--- src/rtl/biped_center_of_pressure_filter_unit_assert.svh ---
// Assertion macros shared by the filter RTL.
// Each macro samples on clk_i and is disabled while rst_ni is low.
`ifndef BIPED_CENTER_OF_PRESSURE_FILTER_UNIT_ASSERT_SVH
`define BIPED_CENTER_OF_PRESSURE_FILTER_UNIT_ASSERT_SVH

// Consequent must hold in the same cycle as the antecedent.
`define BCOP_ASSERT_SAME(label, ante, cons, msg) \
  label: assert property (@(posedge clk_i) disable iff (!rst_ni) (ante) |-> (cons)) \
    else $error(msg);

// Consequent must hold in the cycle after the antecedent.
`define BCOP_ASSERT_NEXT(label, ante, cons, msg) \
  label: assert property (@(posedge clk_i) disable iff (!rst_ni) (ante) |=> (cons)) \
    else $error(msg);

`endif

--- src/rtl/bcop_ram.sv ---
module bcop_ram #(
  parameter int unsigned WIDTH = 64,
  parameter int unsigned DEPTH = 64
) (
  input  logic                     clk_i,
  input  logic                     we_i,
  input  logic [$clog2(DEPTH)-1:0] waddr_i,
  input  logic [WIDTH-1:0]         wdata_i,
  input  logic [$clog2(DEPTH)-1:0] raddr_i,
  output logic [WIDTH-1:0]         rdata_o
);

  logic [WIDTH-1:0] mem_q [DEPTH];

  // Write port
  always_ff @(posedge clk_i) begin
    if (we_i) begin
      mem_q[waddr_i] <= wdata_i;
    end
  end

  // Registered read port
  always_ff @(posedge clk_i) begin
    rdata_o <= mem_q[raddr_i];
  end

endmodule

--- config.mk ---
export PLATFORM = sky130hd
export DESIGN_NAME = bcop_ram
export DESIGN_NICKNAME = d
export VERILOG_FILES = /design/src/rtl/biped_center_of_pressure_filter_unit_assert.svh /design/src/rtl/bcop_ram.sv
export SDC_FILE = /design/constraint.sdc
export NUM_CORES = 2
export LEC_CHECK = 0
export BUFFER_PORTS_ARGS = -buffer_cell sky130_fd_sc_hd__buf_4
export CAP_MARGIN = 25
export CORE_AREA = 5 5 596 598
export DETAILED_ROUTE_END_ITERATION = 8
export DIE_AREA = 0 0 601 603
export MAX_ROUTING_LAYER = met4
export PLACE_DENSITY_LB_ADDON = 0.15
export RECOVER_POWER = 100
export SYNTH_ARGS = -nofsm -noshare
export SYNTH_HDL_FRONTEND = slang
export SYNTH_SLANG_ARGS = --single-unit
--- constraint.sdc ---
create_clock -name clk_i -period 8 [get_ports clk_i]
set_clock_uncertainty 0.05 [all_clocks]
set_input_delay 1.6 -clock clk_i [delete_from_list [all_inputs] [get_ports clk_i]]
set_output_delay 1.6 -clock clk_i [all_outputs]
set_load 0.05 [all_outputs]
# Word-level counts from Yosys, hierarchy flattened
# Memories as Yosys holds them, arrays and structs flattened. A register that Yosys moved wholly into a read port is not among the register bits.
# Cells that the tools add are included.
[word_totals]
reg_bits = 0
ramBits = 4096
out_inout_bits = 64
elab_cells = 3
n_memories = 1
[classes]
mux = 2
[memory_table]
columns = ["memory", "depth", "word_bits", "rd", "rd_ports_with_merged_regs", "write_ports", "line", "source"]
rows = [
  ["mem_q", 64, 64, 1, 1, 1, "bcop_ram.sv:13", "logic [WIDTH-1:0] mem_q [DEPTH];"],
]
[op_table]
columns = ["operator", "n"]
rows = [
  ["2-to-1 mux 1 bit", 2],
]

# Depth between registers and ports, before layout
[depth]
depth_word = 2
mapped_depth = 9
ltp_nobuf = 5

# Least setup slack after synthesis
# Ideal clock, no wire load.
[synth_path]
path_type = "input to register"
startpoint = "in waddr_i[3]"
endpoint = "mem mem_q[48][0] (enable)"
setup_ps = 564
arrival_ps = 6472
slack_ps = 914
stages = 4
cell_sequence = "clkbuf_1 nor2b_1 nand4b_1 nor3_1"
[synth_lines]
columns = ["item", "line", "source"]
rows = [
  ["start: declaration", "bcop_ram.sv:7", "input logic [$clog2(DEPTH)-1:0] waddr_i,"],
  ["end: declaration", "bcop_ram.sv:13", ""],
]
# Straight into the memory's write port.

# Final worst setup path
[layout_path]
startpoint = "in we_i"
endpoint = "mem mem_q[5][57] (enable)"
[layout_via]
elab_chain_cells = 2
[layout_lines]
columns = ["item", "line", "source"]
rows = [
  ["start: declaration", "bcop_ram.sv:6", "input logic we_i,"],
  ["2-to-1 mux 1 bit", "bcop_ram.sv:17", "if (we_i) begin"],
  ["2-to-1 mux 1 bit (implied by the code)", "bcop_ram.sv:18", "mem_q[waddr_i] <= wdata_i;"],
]
# No other way between the ends.

==> results.json <==
{
  "avgSynthCellArea_sq_um": 23.7,
  "cts_resized": 0,
  "num_vias": 74919,
  "grt_max_degree": 114,
  "syn-num-nets": 6676,
  "areaGrowthSynthToFinish_pct": 12.8,
  "synthFlopType": "edfxtp_1",
  "slowest_stage": "clkbuf_1",
  "pwr-share-clk_pct": 42.4,
  "overflow": 0,
  "synth_edf_count": 4096,
  "synth_most_common_cell": "edfxtp_1",
  "routed_wl_mm": 445,
  "grt_use_total_pct": 25.1,
  "antenna_found_initial": 30,
  "worst_slack_ps": 1770,
  "cp_top_family": "simple AND/OR/NAND/NOR gates",
  "startpoint_type": "input port",
  "core_sq_um": 349000,
  "swShare_pct": 21.2,
  "layout_min_cycle_time_ps": 6230,
  "crit_chain": "clkbuf_1, nand3_1, nor2_1, clkbuf_1",
  "cts_tree": "done",
  "initial_core_util_pct": 44.8,
  "status": "finished with violations",
  "die_w_microns": 601,
  "clk_pin_slew_ps": 60,
  "pin_count": 142,
  "synth.ff_latch_count": 4160,
  "syn_inst": 6598,
  "violations": "max-capacitance violations, max-slew violations",
  "cpPeakStageDelay_ps": 2140,
  "crit_type": "input port to register",
  "drv_cap": 184,
  "fin_hold_ws_ps": 772,
  "worst_slew_pin_slew_ps": 4550,
  "p_leak_nw": 54.3,
  "p_comb_share_pct": 4.7,
  "internal_power_mw": 36.2,
  "firstDrtPassIters": 5,
  "critPathBufInv": 2,
  "std_cell_rows": 217,
  "path_common_cell": "clkbuf_1",
  "drt_first_iter_violations": 9329,
  "end_kind": "register",
  "wl_per_cell_microns": 37.2,
  "p_per_area_nw_per_um2": 261,
  "relSlewSlack_pct": -204,
  "synth_warnings": 0,
  "placed_cell_area_sq_um": 164000,
  "ys_types": 33,
  "cts_inserted_buffers": 421,
  "ant_nets": 0,
  "ir_drop_v": 0.000207,
  "clk_latency_ps": 970,
  "synth_common_cells": "4096 x edfxtp_1, 1024 x mux4_2, 170 x buf_2",
  "die_area_sq_um": 362000,
  "drive_gt1_share_pct": 24.8,
  "yosysTopAreaCell": "edfxtp_1",
  "cts_htree_levels": 5,
  "dp_cells": 11163,
  "synth_top_cells_by_area": "edfxtp_1 79%, mux4_2 15%, mux2i_1 0.86%",
  "setup_viol": 0,
  "cp_data_arrival_time_ps": 6670,
  "cts_buffer_depth": 4,
  "final_nets": 7067,
  "postCtsSetupBuffers": 0,
  "fillers": 27484,
  "final_area_sq_um": 176000,
  "slew_viol_final": 7650,
  "drt_drc_violations_left": 0,
  "grt_pass1_wl_mm": 618,
  "setup_tns_ps": 0,
  "port_buffers": 141,
  "ys_seq_area_share_pct": 79.5,
  "p_sw_mw": 9.75,
  "clock_sinks": 4160,
  "hold_buffers": 0,
  "hold_viol": 0,
  "via_per_inst": 6.27,
  "async_flop_share_pct": 0,
  "period_share_pct": 77.9,
  "instances_no_fill": 11955,
  "post-place-ws_ps": 2810,
  "cts-root-buf": "clkbuf_16",
  "rsz0062_at_grt": "no",
  "p_seq_share_pct": 52.9,
  "grt_pass1_vias": 75549,
  "cp_max_fo": 28,
  "syn_area_sq_um": 156000,
  "dieHeight_microns": 603,
  "worstPathRequired_ps": 8430,
  "fmax_mhz": 160,
  "hold_path.class": "register to register",
  "synthDominantCellAreaShare_pct": 78.7,
  "post-dp-hpwl_mm": 230,
  "gp_congestion": 0.763
}
## final timing paths
check           startpoint            to  slack [ps]  cells after the start
max reg2reg  mem_q[38][24]   rdata_o[24]        5730                      4
min          mem_q[54][10]   rdata_o[10]         770                      4
max                   we_i  mem_q[5][57]        1770                      4
min reg2reg  mem_q[54][10]   rdata_o[10]         770                      4
## layer usage
metal	global-route usage, %	wire length [microns]
met2	39.5	217000
met5	-	0
met4	6.25	13100
met3	3.61	31000
met1	35.0	184000
## final cells by class
class | instances | area (sq um) | area share [%]
well taps | 4599 | 5750 | 3.26
clock buffers | 565 | 11600 | 6.55
multi-input cells | 2049 | 30500 | 17.3
inverters | 19 | 71.3 | 0.0404
repair buffers | 338 | 2150 | 1.22
diodes | 14 | 35.0 | 0.0199
flip-flops and latches | 4160 | 124000 | 70.5
clock inverters | 211 | 2080 | 1.18
## cells by family after synthesis
group                  after synthesis  share of synthesized area, %
AO/OA/AOI/OAI                      504                          2.48
multiplexers                      1159                          15.6
flip-flops                        4160                          79.5
buffers and inverters              389                          1.18
AND/OR/NAND/NOR                    386                          1.24
## flip-flops by register name, indices dropped and copies added, names as in the netlist
| register | count |
|---|---|
| mem_q | 4096 |
| rdata_o | 64 |
## power by group through the flow
stage / Combinational, mW / Sequential [mW] / Clock, mW
after floorplan: 1.12 / 24.8 / 0
after global placement: 2.23 / 24.7 / 0
after detailed placement: 2.26 / 24.7 / 0
after CTS: 2.27 / 24.3 / 19.8
after global routing: 2.31 / 24.3 / 20.8
final: 2.18 / 24.3 / 19.5
## tightest hold or removal path, stage by stage (launching register included)
cell	delay, ps
edfxtp_1	320
mux4_2	220
a22oi_1	60
nand3_1	70
and3_1	140
## placed cells by master, fill, tap and decap left out, types with 5 or more instances in the layout
cell type / instances
edfxtp_1: 4096
inv_1: 19
buf_12: 25
a41oi_1: 26
a22oi_1: 168
clkbuf_8: 31
and3_1: 64
nor2_4: 25
clkinvlp_4: 14
clkinv_8: 5
buf_4: 78
a211oi_1: 63
a22o_1: 88
clkbuf_16: 429
mux2i_1: 135
nand2b_1: 8
bufinv_16: 37
clkbuf_1: 315
diode_2: 14
mux4_2: 1024
nor2b_1: 24
clkbuf_2: 16
dfxtp_1: 64
nand3_1: 45
or2_2: 28
nand2_1: 54
a31oi_1: 18
clkinv_2: 70
buf_16: 5
inv_6: 7
o22ai_1: 83
nor2_1: 87
a2bb2oi_1: 19
clkinv_1: 72
o221ai_1: 38
or3_1: 29
## through the flow
step | util, % | total power, mW
final | 50.6 | 46.0
after floorplan | - | 25.9
after global placement | 47.0 | 27.0
after detailed placement | 47.1 | 27.0
after global routing | 50.6 | 47.4
after CTS | 51.0 | 46.4
Power figures use the tool's default switching activity.
