File: config.mk
export PLATFORM = sky130hd
export DESIGN_NAME = bcop_div
export DESIGN_NICKNAME = d
export VERILOG_FILES = /design/src/rtl/biped_center_of_pressure_filter_unit_assert.svh /design/src/rtl/bcop_pkg.sv /design/src/rtl/bcop_div.sv
export SDC_FILE = /design/constraint.sdc
export NUM_CORES = 1
export LEC_CHECK = 0
export CAP_MARGIN = 5
export CELL_PAD_IN_SITES_DETAIL_PLACEMENT = 1
export CELL_PAD_IN_SITES_GLOBAL_PLACEMENT = 1
export CORE_ASPECT_RATIO = 1.25
export CORE_MARGIN = 2
export CORE_UTILIZATION = 54
export DETAILED_ROUTE_END_ITERATION = 7
export DONT_BUFFER_PORTS = 1
export GPL_TIMING_DRIVEN = 0
export PLACE_DENSITY_LB_ADDON = 0.1
export SLEW_MARGIN = 20
export SYNTH_ARGS = -nofsm -noshare
export SYNTH_HDL_FRONTEND = slang
export SYNTH_SLANG_ARGS = --single-unit
File: constraint.sdc
create_clock -name clk_i -period 12.8 [get_ports clk_i]
set_input_delay 0.64 -clock clk_i [delete_from_list [all_inputs] [get_ports clk_i]]
set_output_delay 0.64 -clock clk_i [all_outputs]
set_load 0.05 [all_outputs]
File: src/rtl/biped_center_of_pressure_filter_unit_assert.svh
// Assertion macros shared by the filter RTL.
// Each macro samples on clk_i and is disabled while rst_ni is low.
`ifndef BIPED_CENTER_OF_PRESSURE_FILTER_UNIT_ASSERT_SVH
`define BIPED_CENTER_OF_PRESSURE_FILTER_UNIT_ASSERT_SVH

// Consequent must hold in the same cycle as the antecedent.
`define BCOP_ASSERT_SAME(label, ante, cons, msg) \
  label: assert property (@(posedge clk_i) disable iff (!rst_ni) (ante) |-> (cons)) \
    else $error(msg);

// Consequent must hold in the cycle after the antecedent.
`define BCOP_ASSERT_NEXT(label, ante, cons, msg) \
  label: assert property (@(posedge clk_i) disable iff (!rst_ni) (ante) |=> (cons)) \
    else $error(msg);

`endif

File: src/rtl/bcop_pkg.sv
package bcop_pkg;

  // Field and datapath widths
  localparam int unsigned DATA_W      = 32;
  localparam int unsigned FRAC_W      = 16;
  localparam int unsigned MOM_W       = 64;
  localparam int unsigned SUM_W       = 40;
  localparam int unsigned DEN_W       = DATA_W + 1;
  localparam int unsigned IN_TDATA_W  = 8 * DATA_W;
  localparam int unsigned OUT_TDATA_W = 4 * DATA_W;

  // History ring geometry
  localparam int unsigned WINDOW_MAX  = 64;
  localparam int unsigned PTR_W       = $clog2(WINDOW_MAX);
  localparam int unsigned CNT_W       = $clog2(WINDOW_MAX + 1);
  localparam int unsigned ENTRY_W     = 2 * DATA_W;

  // Divider iteration counter: one quotient bit per step
  localparam int unsigned DIV_CNT_W   = $clog2(DATA_W);

  localparam logic [CNT_W-1:0] WL_RESET = CNT_W'(8);

  localparam logic signed [MOM_W-1:0]  MOM_MAX = {1'b0, {(MOM_W-1){1'b1}}};
  localparam logic signed [MOM_W-1:0]  MOM_MIN = {1'b1, {(MOM_W-1){1'b0}}};
  localparam logic signed [DATA_W-1:0] Q_MAX   = {1'b0, {(DATA_W-1){1'b1}}};
  localparam logic signed [DATA_W-1:0] Q_MIN   = {1'b1, {(DATA_W-1){1'b0}}};

  // Request to the shared divider
  typedef struct packed {
    logic                     start;
    logic signed [MOM_W-1:0]  num;
    logic signed [DEN_W-1:0]  den;
  } div_req_t;

  // Response from the shared divider
  typedef struct packed {
    logic                     done;
    logic signed [DATA_W-1:0] quot;
  } div_rsp_t;

endpackage

File: src/rtl/bcop_div.sv
module bcop_div
  import bcop_pkg::*;
(
  input  logic     clk_i,
  input  logic     rst_ni,
  input  div_req_t req_i,
  output div_rsp_t rsp_o
);

  typedef enum logic [3:0] {
    D_IDLE  = 4'b0001,
    D_CHECK = 4'b0010,
    D_ITER  = 4'b0100,
    D_DONE  = 4'b1000
  } div_state_e;

  div_state_e           state_q, state_d;
  logic                 neg_q, neg_d;
  logic                 ovf_q, ovf_d;
  logic [MOM_W-1:0]     magn_q, magn_d;
  logic [DEN_W-1:0]     magd_q, magd_d;
  logic [DATA_W-1:0]    rem_q, rem_d;
  logic [DATA_W-1:0]    lo_q, lo_d;
  logic [DIV_CNT_W-1:0] cnt_q, cnt_d;
  logic [DEN_W-1:0]     trial;
  logic                 qbit;

  // Trial subtraction of one restoring-division step
  assign trial = {rem_q, lo_q[DATA_W-1]};
  assign qbit  = (trial >= magd_q);

  // Sequence one division: magnitudes, overflow check, one bit per cycle
  always_comb begin
    state_d = state_q;
    neg_d   = neg_q;
    ovf_d   = ovf_q;
    magn_d  = magn_q;
    magd_d  = magd_q;
    rem_d   = rem_q;
    lo_d    = lo_q;
    cnt_d   = cnt_q;
    case (state_q)
      D_IDLE: begin
        if (req_i.start) begin
          neg_d   = req_i.num[MOM_W-1] ^ req_i.den[DEN_W-1];
          magn_d  = req_i.num[MOM_W-1] ? MOM_W'(-req_i.num) : MOM_W'(req_i.num);
          magd_d  = req_i.den[DEN_W-1] ? DEN_W'(-req_i.den) : DEN_W'(req_i.den);
          state_d = D_CHECK;
        end
      end
      D_CHECK: begin
        // quotient of 2^32 or more cannot fit: flag it so the result saturates
        ovf_d   = ({1'b0, magn_q} >= {magd_q, {DATA_W{1'b0}}});
        rem_d   = magn_q[MOM_W-1:DATA_W];
        lo_d    = magn_q[DATA_W-1:0];
        cnt_d   = '0;
        state_d = D_ITER;
      end
      D_ITER: begin
        rem_d = qbit ? DATA_W'(trial - magd_q) : DATA_W'(trial);
        lo_d  = {lo_q[DATA_W-2:0], qbit};
        cnt_d = cnt_q + DIV_CNT_W'(1);
        if (cnt_q == '1) begin
          state_d = D_DONE;
        end
      end
      D_DONE: begin
        state_d = D_IDLE;
      end
      default: begin
        state_d = D_IDLE;
      end
    endcase
  end

  always_ff @(posedge clk_i or negedge rst_ni) begin
    if (!rst_ni) begin
      state_q <= D_IDLE;
    end else begin
      state_q <= state_d;
    end
  end

  always_ff @(posedge clk_i) begin
    neg_q  <= neg_d;
    ovf_q  <= ovf_d;
    magn_q <= magn_d;
    magd_q <= magd_d;
    rem_q  <= rem_d;
    lo_q   <= lo_d;
    cnt_q  <= cnt_d;
  end

  // Apply sign and saturate to the 32-bit range
  always_comb begin
    rsp_o.done = (state_q == D_DONE);
    if (ovf_q) begin
      rsp_o.quot = neg_q ? Q_MIN : Q_MAX;
    end else if (neg_q) begin
      rsp_o.quot = lo_q[DATA_W-1] ? Q_MIN : DATA_W'(-lo_q);
    end else begin
      rsp_o.quot = lo_q[DATA_W-1] ? Q_MAX : lo_q;
    end
  end

endmodule

After elaboration in Yosys (flattened, before gate mapping)
Cells that the tools add are included.
{"block": "op_classes", "mux": 14, "n_eq_ne": 7, "bitwise_logic": 1, "n_addsub": 5, "magnitude_cmp": 2, "reduce_logical": 3}
{"operator": "$mux W32", "count": 6}
{"operator": "$pmux W32 S2", "count": 2}
{"operator": "$ge A64 B65 Y1", "count": 1}
{"operator": "$neg A64 Y64", "count": 1}
{"operator": "$mux W63", "count": 1}
{"operator": "$ge A33 B33 Y1", "count": 1}
{"operator": "$neg A33 Y33", "count": 1}
{"operator": "$neg A32 Y32", "count": 1}
{"operator": "$sub A32 B32 Y32", "count": 1}
{"operator": "$mux W31", "count": 1}
{"operator": "$pmux W4 S3", "count": 1}
{"operator": "$pmux W5 S2", "count": 1}
{"operator": "$mux W4", "count": 2}
{"operator": "$add A5 B1 Y5 const B", "count": 1}
{"operator": "$eq A5 B5 Y1 const B", "count": 1}
{"operator": "$eq A4 B1 Y1 const B", "count": 1}
{"operator": "$eq A4 B2 Y1 const B", "count": 1}
{"operator": "$eq A4 B3 Y1 const B", "count": 1}
{"operator": "$eq A4 B4 Y1 const B", "count": 1}
{"operator": "$ne A2 B2 Y1 const B", "count": 2}
{"operator": "$reduce_and A2 Y1", "count": 2}
{"operator": "$reduce_bool A2 Y1", "count": 1}
{"operator": "$xor A1 B1 Y1", "count": 1}
{"block": "totals", "word_cells": 42, "in_bits": 100, "regBits": 172}

Longest topological paths before layout
Gate-level depths: netlist of the first run.
{"block": "logic_depth", "ltp_word": 4, "ltp_mapped": 13, "ltp_nobuf": 13}

Least setup slack after synthesis of the first run
No wires, ideal clock.
{"block": "synth_path", "kind": "input -> register", "startpoint": "input req_i[97] (netlist name)", "endpoint": "register magd_q[0], enable pin", "setup_time_ns": 0.675, "path_stages": 2, "setup_slack_ns": 4.747, "t_arrival_ns": 7.379, "cell_sequence": "nand3b_1 > nor3_1"}
{"block": "synth_via", "elab_chain_cells": 1}
{"item": "from (decl)", "line_no": "bcop_div.sv:6", "source": "input div_req_t req_i,"}
{"item": "$reduce_and A2 Y1 (no line)"}
{"item": "to (signal assigned)", "line_no": "bcop_div.sv:88", "source": "magd_q <= magd_d;"}
{"item": "to (decl)", "line_no": "bcop_div.sv:21", "source": "logic [DEN_W-1:0] magd_q, magd_d;"}
No other way between the ends.
A chain may end at the register's enable or synchronous reset.

==> run metrics, run 1 <==
status complete, no violations; final hold violation count 0; total grt overflow 0; DRT antenna net count 0; pin count of the biggest net entering global routing 49; RSZ-0062 raised after global routing false; #FFs+latches synth roughly 170; Layout area overhead 9.80%; Synth Warn # 0; WL per Instance about 25 um; DRT Pass-1 Iters 5; FILL cells 2424; Synth Area per Inst 9.39 um2; worst skew pair latency around 460 ps; CTS buffer count 17; most common cell after layout, fill and taps aside nand2_1; crit path launch type register; Final Power approximately 0.0028 W; area of the multi-input gates about 6400 um2; RR Endpoint rem_q[10]; antenna violations before repair 1; Initial Utilization 0.549; post-CTS resize count 0; Top FF cell, synth edfxtp_1; clock root buffer master clkbuf_16; sequential fraction of the synthesis area 0.435; Routed WL 38900 um; Die Height approximately 170 um; CTS Buffer Depth 2; GPL Wtd Cong 0.958; Mapped Area around 12000 um2; Reg area about 5100 um2; CP Max Fanout 5; worst r2r path cells 13; final cycle utilization of the critical path 0.419; gr usage total 0.341; vias in the first global route around 11000; unique cell type count in the Yosys netlist 65; r2r startpoint magd_q[18]; crit path DAT 4720 ps; clk sinks ~170; Worst Clk Skew approximately 16 ps; Worst Hold Class in -> async; Crit Path Class reg -> out; # setup viols final 0; Final #Nets about 1500; CTS hold repair buffers 1; clk slew on worst S/H paths approximately 80 ps; Static Leak ~4.8 nW; syn nets 1431; Syn Inst Count about 1300; Rows 60; max frequency 187 MHz; Async SR Flop Fraction 0.0233; DR iter-0 viols about 700; setup tns final 0 ps; maximum capacitance violations 0; full die area between 20000 and 25000 um2; num ports 133; hold slack final between 10 and 15 ps; Setup WS pre-CTS about 8000 ps; Die X 136 um; Post-CTS Setup Repair Bufs 0; Final Max Tran Viols 0; Slew headroom 0.213; pwr dens roughly 210 nW/um2; Port Buffers 0; reg2reg setup slack 8620 ps; Post-synth EDFFs approximately 170; slack of the critical path around 7400 ps; peak supply drop roughly 0.00011 V; CTS H-tree lvls 4; CTS tree done; vias after detailed routing ~10000; Setup crit end kind primary output; DP HPWL ~30000 um; commonest non-fill, non-tap cells in the layout nand2_1, edfxtp_1, xnor2_1, nor2_1, o21ai_0; vias per cell 6.40; Worst Max-Slew Pin Slew between 1000 and 1500 ps; critical path required time 12160 ps; Final Critical Period ~5400 ps; core area between 20000 and 25000 um2; first-pass GRT wire length slightly below 60000 um; DRC Markers 0; share of layout cells above drive strength 1 0.0660; number of inserted diodes 0
-- worst max-delay path by stage --
stage / start / to / slack (ps) / cells after the start
finish: lo_q[0] / rsp_o[30] / 7440 / 11
global route: lo_q[0] / rsp_o[30] / 7240 / 11
CTS: lo_q[0] / rsp_o[30] / 7440 / 11
detailed placement: lo_q[0] / rsp_o[30] / 7930 / 11
global placement: req_i[97] / magd_q[6] / 2320 / 2
floorplan: req_i[97] / magd_q[0] / 4750 / 2
-- metal layers --
metal / wire length (um) / GRT usage / share of wire
met1: 14700 / 0.374 / 0.38
met2: 20400 / 0.632 / 0.52
met3: 2230 / 0.0588 / 0.057
met4: 1670 / 0.158 / 0.043
met5: 13 / 0 / 0.00033
-- worst max-delay path: stages, from the launching register on --
cell and delay, ps:
edfxtp_1 440, inv_1 110, ha_1 210, or3b_2 480, or3_1 370, or3_1 380, or2_2 360, nor3_1 470
nand3_1 220, nor3_1 280, mux2i_1 120, o22ai_1 820
-- Yosys cell counts (3+ instances only) --
| cell type | instances | area share |
|---|---|---|
| nand3_1 | 22 | 0.0093 |
| or4_4 | 3 | 0.0029 |
| xor2_1 | 30 | 0.022 |
| a31oi_1 | 23 | 0.012 |
| nor2_1 | 85 | 0.027 |
| or4_1 | 11 | 0.0070 |
| ha_1 | 70 | 0.074 |
| o21bai_1 | 4 | 0.0025 |
| nand3b_1 | 3 | 0.0019 |
| nand2b_1 | 8 | 0.0042 |
| a211oi_1 | 8 | 0.0051 |
| nor2b_1 | 4 | 0.0021 |
| a221oi_1 | 3 | 0.0022 |
| nand4_1 | 16 | 0.0085 |
| xnor2_1 | 102 | 0.076 |
| a221o_1 | 4 | 0.0034 |
| clkbuf_1 | 52 | 0.016 |
| or2_2 | 13 | 0.0069 |
| nor3_1 | 25 | 0.011 |
| o21ai_0 | 85 | 0.036 |
| o311ai_0 | 9 | 0.0067 |
| inv_1 | 53 | 0.017 |
| or3b_2 | 3 | 0.0022 |
| o31ai_1 | 37 | 0.023 |
| or3_1 | 28 | 0.015 |
| o41ai_1 | 14 | 0.010 |
| buf_1 | 3 | 0.00095 |
| and3_1 | 5 | 0.0026 |
| nand2_1 | 215 | 0.068 |
| o21a_1 | 5 | 0.0032 |
| o31a_1 | 3 | 0.0022 |
| a21o_1 | 27 | 0.017 |
| o211ai_1 | 4 | 0.0025 |
| and2_1 | 4 | 0.0021 |
| edfxtp_1 | 168 | 0.43 |
| o22ai_1 | 3 | 0.0016 |
| nor4_1 | 14 | 0.0074 |
| dfrtp_1 | 3 | 0.0063 |
| a21oi_1 | 57 | 0.024 |
| a41oi_1 | 3 | 0.0022 |
-- layout make-up --
cell class                 count  area share
timing repair buffer          12     0.00896
clock inverter                15      0.0137
clock buffer                  17      0.0327
tap                          279      0.0269
buffer                        56      0.0163
multi-input combinational    979       0.490
sequential                   172       0.396
inverter                      53      0.0153
-- sequential cells by signal (all words and copies together), names as in the netlist --
name	cells
cnt_q	5
lo_q	32
magd_q	33
magn_q	64
neg_q	1
ovf_q	1
rem_q	32
state_q	4
-- logic make-up after synthesis --
| logic type | count (synthesis) | synth area share |
|---|---|---|
| AO/OA/AOI/OAI | 304 | 0.169 |
| XOR/XNOR | 132 | 0.0977 |
| adder cells (fa/ha/maj) | 71 | 0.0757 |
| buffers and inverters | 109 | 0.0347 |
| flip-flops | 172 | 0.435 |
| multiplexers | 1 | 0.000846 |
| AND/OR/NAND/NOR | 471 | 0.187 |
-- where the power goes --
part           internal, W  switching, W
logic             0.000401      0.000876
registers         0.000841      0.000109
clock network     0.000280      0.000267
total              0.00152       0.00125
-- through the flow --
step | instance area (um2) | utilization | cells
floorplan | 11800 | - | 1260
global placement | 12200 | 0.565 | 1539
detailed placement | 12400 | 0.574 | 1550
CTS | 13000 | 0.603 | 1583
global route | 13000 | 0.603 | 1583
finish | 13000 | 0.603 | 1583
Power figures use the tool's default switching activity.
==> run 2: changes to the inputs <==
--- a/config.mk
+++ b/config.mk
@@ -5,12 +5,13 @@
 export SDC_FILE = /design/constraint.sdc
 export NUM_CORES = 1
 export LEC_CHECK = 0
+export ABC_AREA = 1
 export CAP_MARGIN = 5
 export CELL_PAD_IN_SITES_DETAIL_PLACEMENT = 1
 export CELL_PAD_IN_SITES_GLOBAL_PLACEMENT = 1
 export CORE_ASPECT_RATIO = 1.25
 export CORE_MARGIN = 2
-export CORE_UTILIZATION = 54
+export CORE_UTILIZATION = 43
 export DETAILED_ROUTE_END_ITERATION = 7
 export DONT_BUFFER_PORTS = 1
 export GPL_TIMING_DRIVEN = 0
==> constraint.sdc (replaced) <==
create_clock -name clk_i -period 4.7 [get_ports clk_i]
set_input_delay 0.235 -clock clk_i [delete_from_list [all_inputs] [get_ports clk_i]]
set_output_delay 0.235 -clock clk_i [all_outputs]
set_load 0.05 [all_outputs]
==> run metrics, run 2 <==
syn nets roughly 2100; Switching Share 0.472; critical path required time 4470 ps; Synth Warn # 0; crit path launch type register; top cells by area, synth edfxtp_1, nand2_1, inv_1; setup tns final 0 ps; CP bufs+invs 3; DRT antenna net count 0; # setup viols final 0; Post-CTS Setup Repair Bufs 0; hold slack final 18.2 ps; Regs by FF count magn_q (64), magd_q (33); CP Max Fanout 4; combinational power share 0.500; Routed WL roughly 49000 um; most common cell after layout, fill and taps aside nand2_1; status complete, no violations; CTS hold repair buffers 39; number of inserted diodes 0; clock power share 0.181; clk slew on worst S/H paths around 80 ps; FILL cells between 4000 and 5000; area of the multi-input gates 7410 um2; Static Leak 7.09 nW; clock root buffer master clkbuf_16; final cycle utilization of the critical path 0.751; Setup crit end kind primary output; maximum capacitance violations 0; Worst Clk Skew between 10 and 15 ps; pin count of the biggest net entering global routing 54; Syn Inst Count 1933; Final Critical Period roughly 3500 ps; WL per Instance approximately 20 um; unique cell type count in the Yosys netlist 45; GPL Wtd Cong around 0.95; CTS Buffer Depth 2; Worst path top cell family by delay XOR/XNOR gates; CTS tree done; Rows 73; Worst Hold Class in -> reg; num ports between 100 and 150; Flop pwr share 0.319; total grt overflow 0; most frequent cell after synthesis nand2_1; Final Max Tran Viols 0; RSZ-0062 raised after global routing false; DP HPWL about 41000 um; area leader, netlist edfxtp_1; Slew headroom 0.236; max reg flops between 60 and 70; critical path's largest stage delay roughly 910 ps; post-CTS resize count 0; DR iter-0 viols 916; clk sinks 172; Mapped Area 13900 um2; DRC Markers 0; max frequency between 200 and 300 MHz; core area about 32000 um2; Synth Area per Inst 7.19 um2; antenna violations before repair 0; sequential fraction of the synthesis area 0.370; CP cell instances inv_1 > ha_1 > inv_1 > nor2_1 > inv_1 > nor3b_2 > nand3b_1 > o21ai_0 > xor2_1; vias after detailed routing around 13000; internal power 0.00421 W; Initial Utilization 0.437; Worst Max-Slew Pin Slew 1140 ps; Layout area overhead 11.8%; Crit Path Class reg -> out; first-pass GRT wire length approximately 75000 um; Port Buffers 0; Die X 165 um; DRT Pass-1 Iters 5; pwr dens approximately 510 nW/um2; vias per cell around 5.3; crit path DAT about 3300 ps; Yosys top cell area share 0.363; Worst path most repeated cell inv_1; peak supply drop ~0.00039 V; Async SR Flop Fraction 0.0233; final hold violation count 0; Reg area approximately 5100 um2; worst skew pair latency about 450 ps; CTS buffer count 17; share of layout cells above drive strength 1 0.0453; vias in the first global route ~14000; #FFs+latches synth approximately 170; full die area 33800 um2; Top FF cell, synth edfxtp_1; Worst path slowest cell xor2_1; NetSw 0.00376 W; Final #Nets ~2200; CTS H-tree lvls 4; gr usage total 0.294; commonest non-fill, non-tap cells in the layout nand2_1, inv_1, nor2_1, edfxtp_1, nand3_1; slack of the critical path 1170 ps; Final Power about 0.0080 W; top cells by count, synth nand2_1, inv_1, nor2_1; Post-synth EDFFs 168; Reg with most FFs magn_q; Setup WS pre-CTS between 1500 and 2000 ps; Die Height approximately 210 um
[run 2: final timing paths]
path / endpoint / slack [ps] / cells past startpoint / from
setup / recovery: rsp_o[24] / 1170 / 9 / lo_q[0]
hold reg to reg: rem_q[15] / 570 / 2 / magn_q[47]
max in group asynchronous: state_q[0] / 4400 / 1 / rst_ni
setup reg to reg: rem_q[28] / 1930 / 16 / lo_q[31]
min in group asynchronous: state_q[1] / 60 / 1 / rst_ni
hold / removal: magn_q[13] / 20 / 1 / req_i[46]
[run 2: stage by stage]
stage | cell area [um2] | cells | utilization
floorplan | 13900 | 1933 | -
global placement | 14400 | 2345 | 0.454
detailed placement | 14500 | 2350 | 0.458
CTS | 15500 | 2421 | 0.489
global route | 15500 | 2421 | 0.489
finish | 15500 | 2421 | 0.489
[run 2: cell families (layout without fill, tap and decap cells)]
logic type	after synthesis	in the layout	synth area share
AO/OA/AOI/OAI	160	160	0.0608
adder cells (fa/ha/maj)	71	71	0.0644
buffers and inverters	352	428	0.0984
flip-flops	172	172	0.370
XOR/XNOR	130	130	0.0819
AND/OR/NAND/NOR	1048	1048	0.324
[run 2: area by class of cell]
| class | count | area share |
|---|---|---|
| well taps | 412 | 0.0332 |
| clock buffers | 17 | 0.0274 |
| inverters | 313 | 0.0756 |
| repair buffers | 44 | 0.0322 |
| flip-flops and latches | 172 | 0.331 |
| plain buffers | 39 | 0.0124 |
| clock inverters | 15 | 0.0112 |
| multi-input cells | 1409 | 0.477 |
[run 2: layer usage]
metal	wire, um	vias up	share of wire	track usage
li1	-	6359	-	-
met5	0	-	0	0
met3	2100	66	0.043	0.0466
met1	21700	6172	0.44	0.375
met4	1390	0	0.028	0.0997
met2	23700	293	0.48	0.506
[run 2: power groups by stage]
stage / Clock, W / Combinational [W] / Sequential, W
after floorplan: 0 / 0.00284 / 0.00248
after global placement: 0 / 0.00373 / 0.00260
after detailed placement: 0 / 0.00392 / 0.00256
after CTS: 0.00146 / 0.00399 / 0.00253
after global routing: 0.00151 / 0.00440 / 0.00257
final: 0.00144 / 0.00399 / 0.00254
==> run 3: changes to the inputs <==
--- a/config.mk
+++ b/config.mk
@@ -11,7 +11,7 @@
 export CELL_PAD_IN_SITES_GLOBAL_PLACEMENT = 1
 export CORE_ASPECT_RATIO = 1.25
 export CORE_MARGIN = 2
-export CORE_UTILIZATION = 43
+export CORE_UTILIZATION = 48
 export DETAILED_ROUTE_END_ITERATION = 7
 export DONT_BUFFER_PORTS = 1
 export GPL_TIMING_DRIVEN = 0
==> constraint.sdc (replaced) <==
create_clock -name clk_i -period 3.48 [get_ports clk_i]
set_input_delay 0.174 -clock clk_i [delete_from_list [all_inputs] [get_ports clk_i]]
set_output_delay 0.174 -clock clk_i [all_outputs]
set_load 0.05 [all_outputs]
==> run metrics, run 3 (synthesized netlist as in run 2, its figures left out) <==
full die area around 30000 um2; share of layout cells above drive strength 1 0.0454; status complete, no violations; most common cell after layout, fill and taps aside nand2_1; reg2reg setup slack 640 ps; GRT met1 Usage 0.416; antenna violations before repair 0; crit path launch type register; setup tns final 0 ps; Routed WL 49500 um; Worst Hold Class in -> reg; final hold violation count 0; CTS Buffer Depth 2; Regs by FF count magn_q (64), magd_q (33); vias per cell 5.57; DRC Markers 0; slack of the critical path 90.7 ps; Rows 69; Cell Area, Placed ~14000 um2; GPL Wtd Cong a little under 1; vias in the first global route 14300; Final Max Tran Viols 0; clk slew on worst S/H paths ~70 ps; Layout area overhead 12.6%; gr usage total 0.330; crit path DAT about 3200 ps; DP HPWL about 40000 um; num ports between 100 and 150; # setup viols final 0; global route hottest layer met2; Worst Clk Skew ~14 ps; grt met2 use 0.568; RSZ-0062 raised after global routing false; Final Critical Period 3390 ps; max reg flops 64; Initial Utilization 0.488; pwr dens just under 700 nW/um2; Setup crit end kind primary output; CP cell instances inv_1 > nand2_2 > nor2_2 > nor3b_2 > nand3b_1 > nand2_1 > xor2_1; Die Height 194 um; CTS tree done; max frequency just under 300 MHz; number of inserted diodes 0; Final #Nets about 2200; critical path's largest stage delay 870 ps; clk sinks about 170; post-layout util 0.550; DRT Pass-1 Iters 5; commonest non-fill, non-tap cells in the layout nand2_1, inv_1, nor2_1, edfxtp_1, nand3_1; CTS buffer count 17; DRT antenna net count 0; Slew headroom 0.247; Static Leak about 7.2 nW; total grt overflow 0; Setup WS pre-CTS roughly 500 ps; Worst path slowest cell xor2_1; met3 Use GR 0.0539; Die X 156 um; Final Power between 0.01 and 0.015 W; WL per Instance 20.8 um; first-pass GRT wire length approximately 77000 um; post-route cell area around 16000 um2; peak supply drop approximately 0.00037 V; Port Buffers 0; Worst Max-Slew Pin Slew between 1000 and 1500 ps; CTS H-tree lvls 4; clock root buffer master clkbuf_16; critical path required time between 3000 and 4000 ps; final cycle utilization of the critical path 0.974; CP Max Fanout 7; DR iter-0 viols between 800 and 900; core area between 20000 and 30000 um2; worst skew pair latency ~450 ps; maximum capacitance violations 0; Reg with most FFs magn_q; pin count of the biggest net entering global routing 55; Crit Path Class reg -> out; vias after detailed routing approximately 13000
run 3: cell count changes in the layout (fill, tap and decap cells not counted), sizes merged:
cell	change
clkinv	-1
bufinv	-1
dlygate4sd3	+18
clkinvlp	+2
run 3: routing by layer:
| metal | vias up | part of all wire |
|---|---|---|
| met5 | - | 0 |
| met4 | 0 | 0.033 |
| met3 | 87 | 0.060 |
| met2 | 433 | 0.49 |
| met1 | 6366 | 0.42 |
| li1 | 6371 | - |
run 3: path summary, 6_finish.rpt:
path	cells past startpoint	startpoint	to
max	7	lo_q[31]	rsp_o[20]
min in group asynchronous	2	rst_ni	state_q[1]
min reg2reg	2	magn_q[63]	rem_q[31]
max in group asynchronous	2	rst_ni	state_q[0]
min	2	req_i[93]	magn_q[60]
max reg2reg	16	lo_q[31]	rem_q[28]
run 3: report_power, final:
| part | internal [W] | switching, W |
|---|---|---|
| clock network | 0.000951 | 0.000927 |
| logic | 0.00161 | 0.00387 |
| registers | 0.00308 | 0.000357 |
| total | 0.00565 | 0.00516 |
run 3: stage by stage:
| stage | hold WS [ps] | cells |
|---|---|---|
| floorplan | -122 | 1933 |
| global placement | -122 | 2288 |
| detailed placement | -122 | 2293 |
| CTS | 1.53 | 2382 |
| global route | 14.0 | 2382 |
| finish | 8.60 | 2382 |
run 3: cell type report:
cell class	count	area (um2)
Sequential cell	172	5150
Clock inverter	15	149
Inverter	313	1170
Multi-Input combinational cell	1409	7430
Fill cell	3710	12800
Clock buffer	17	425
Buffer	39	193
Tap cell	355	444
Timing Repair Buffer	62	693
run 3: worst max-delay path: cells and delay by family (launching register included):
family,cells,cell delay (ps)
DFF,1,470
xor gates and xnor gates,1,870
buffers and inverters,1,200
and+or+nand+nor,5,1230
run 3: timing repair:
item / CTS / global route
endpoints found under the hold margin: 60 / 0
resized for setup: 0 / 2
setup buffers: 0 / 0
endpoints found under the setup margin: 0 / 2
hold buffers: 57 / 0
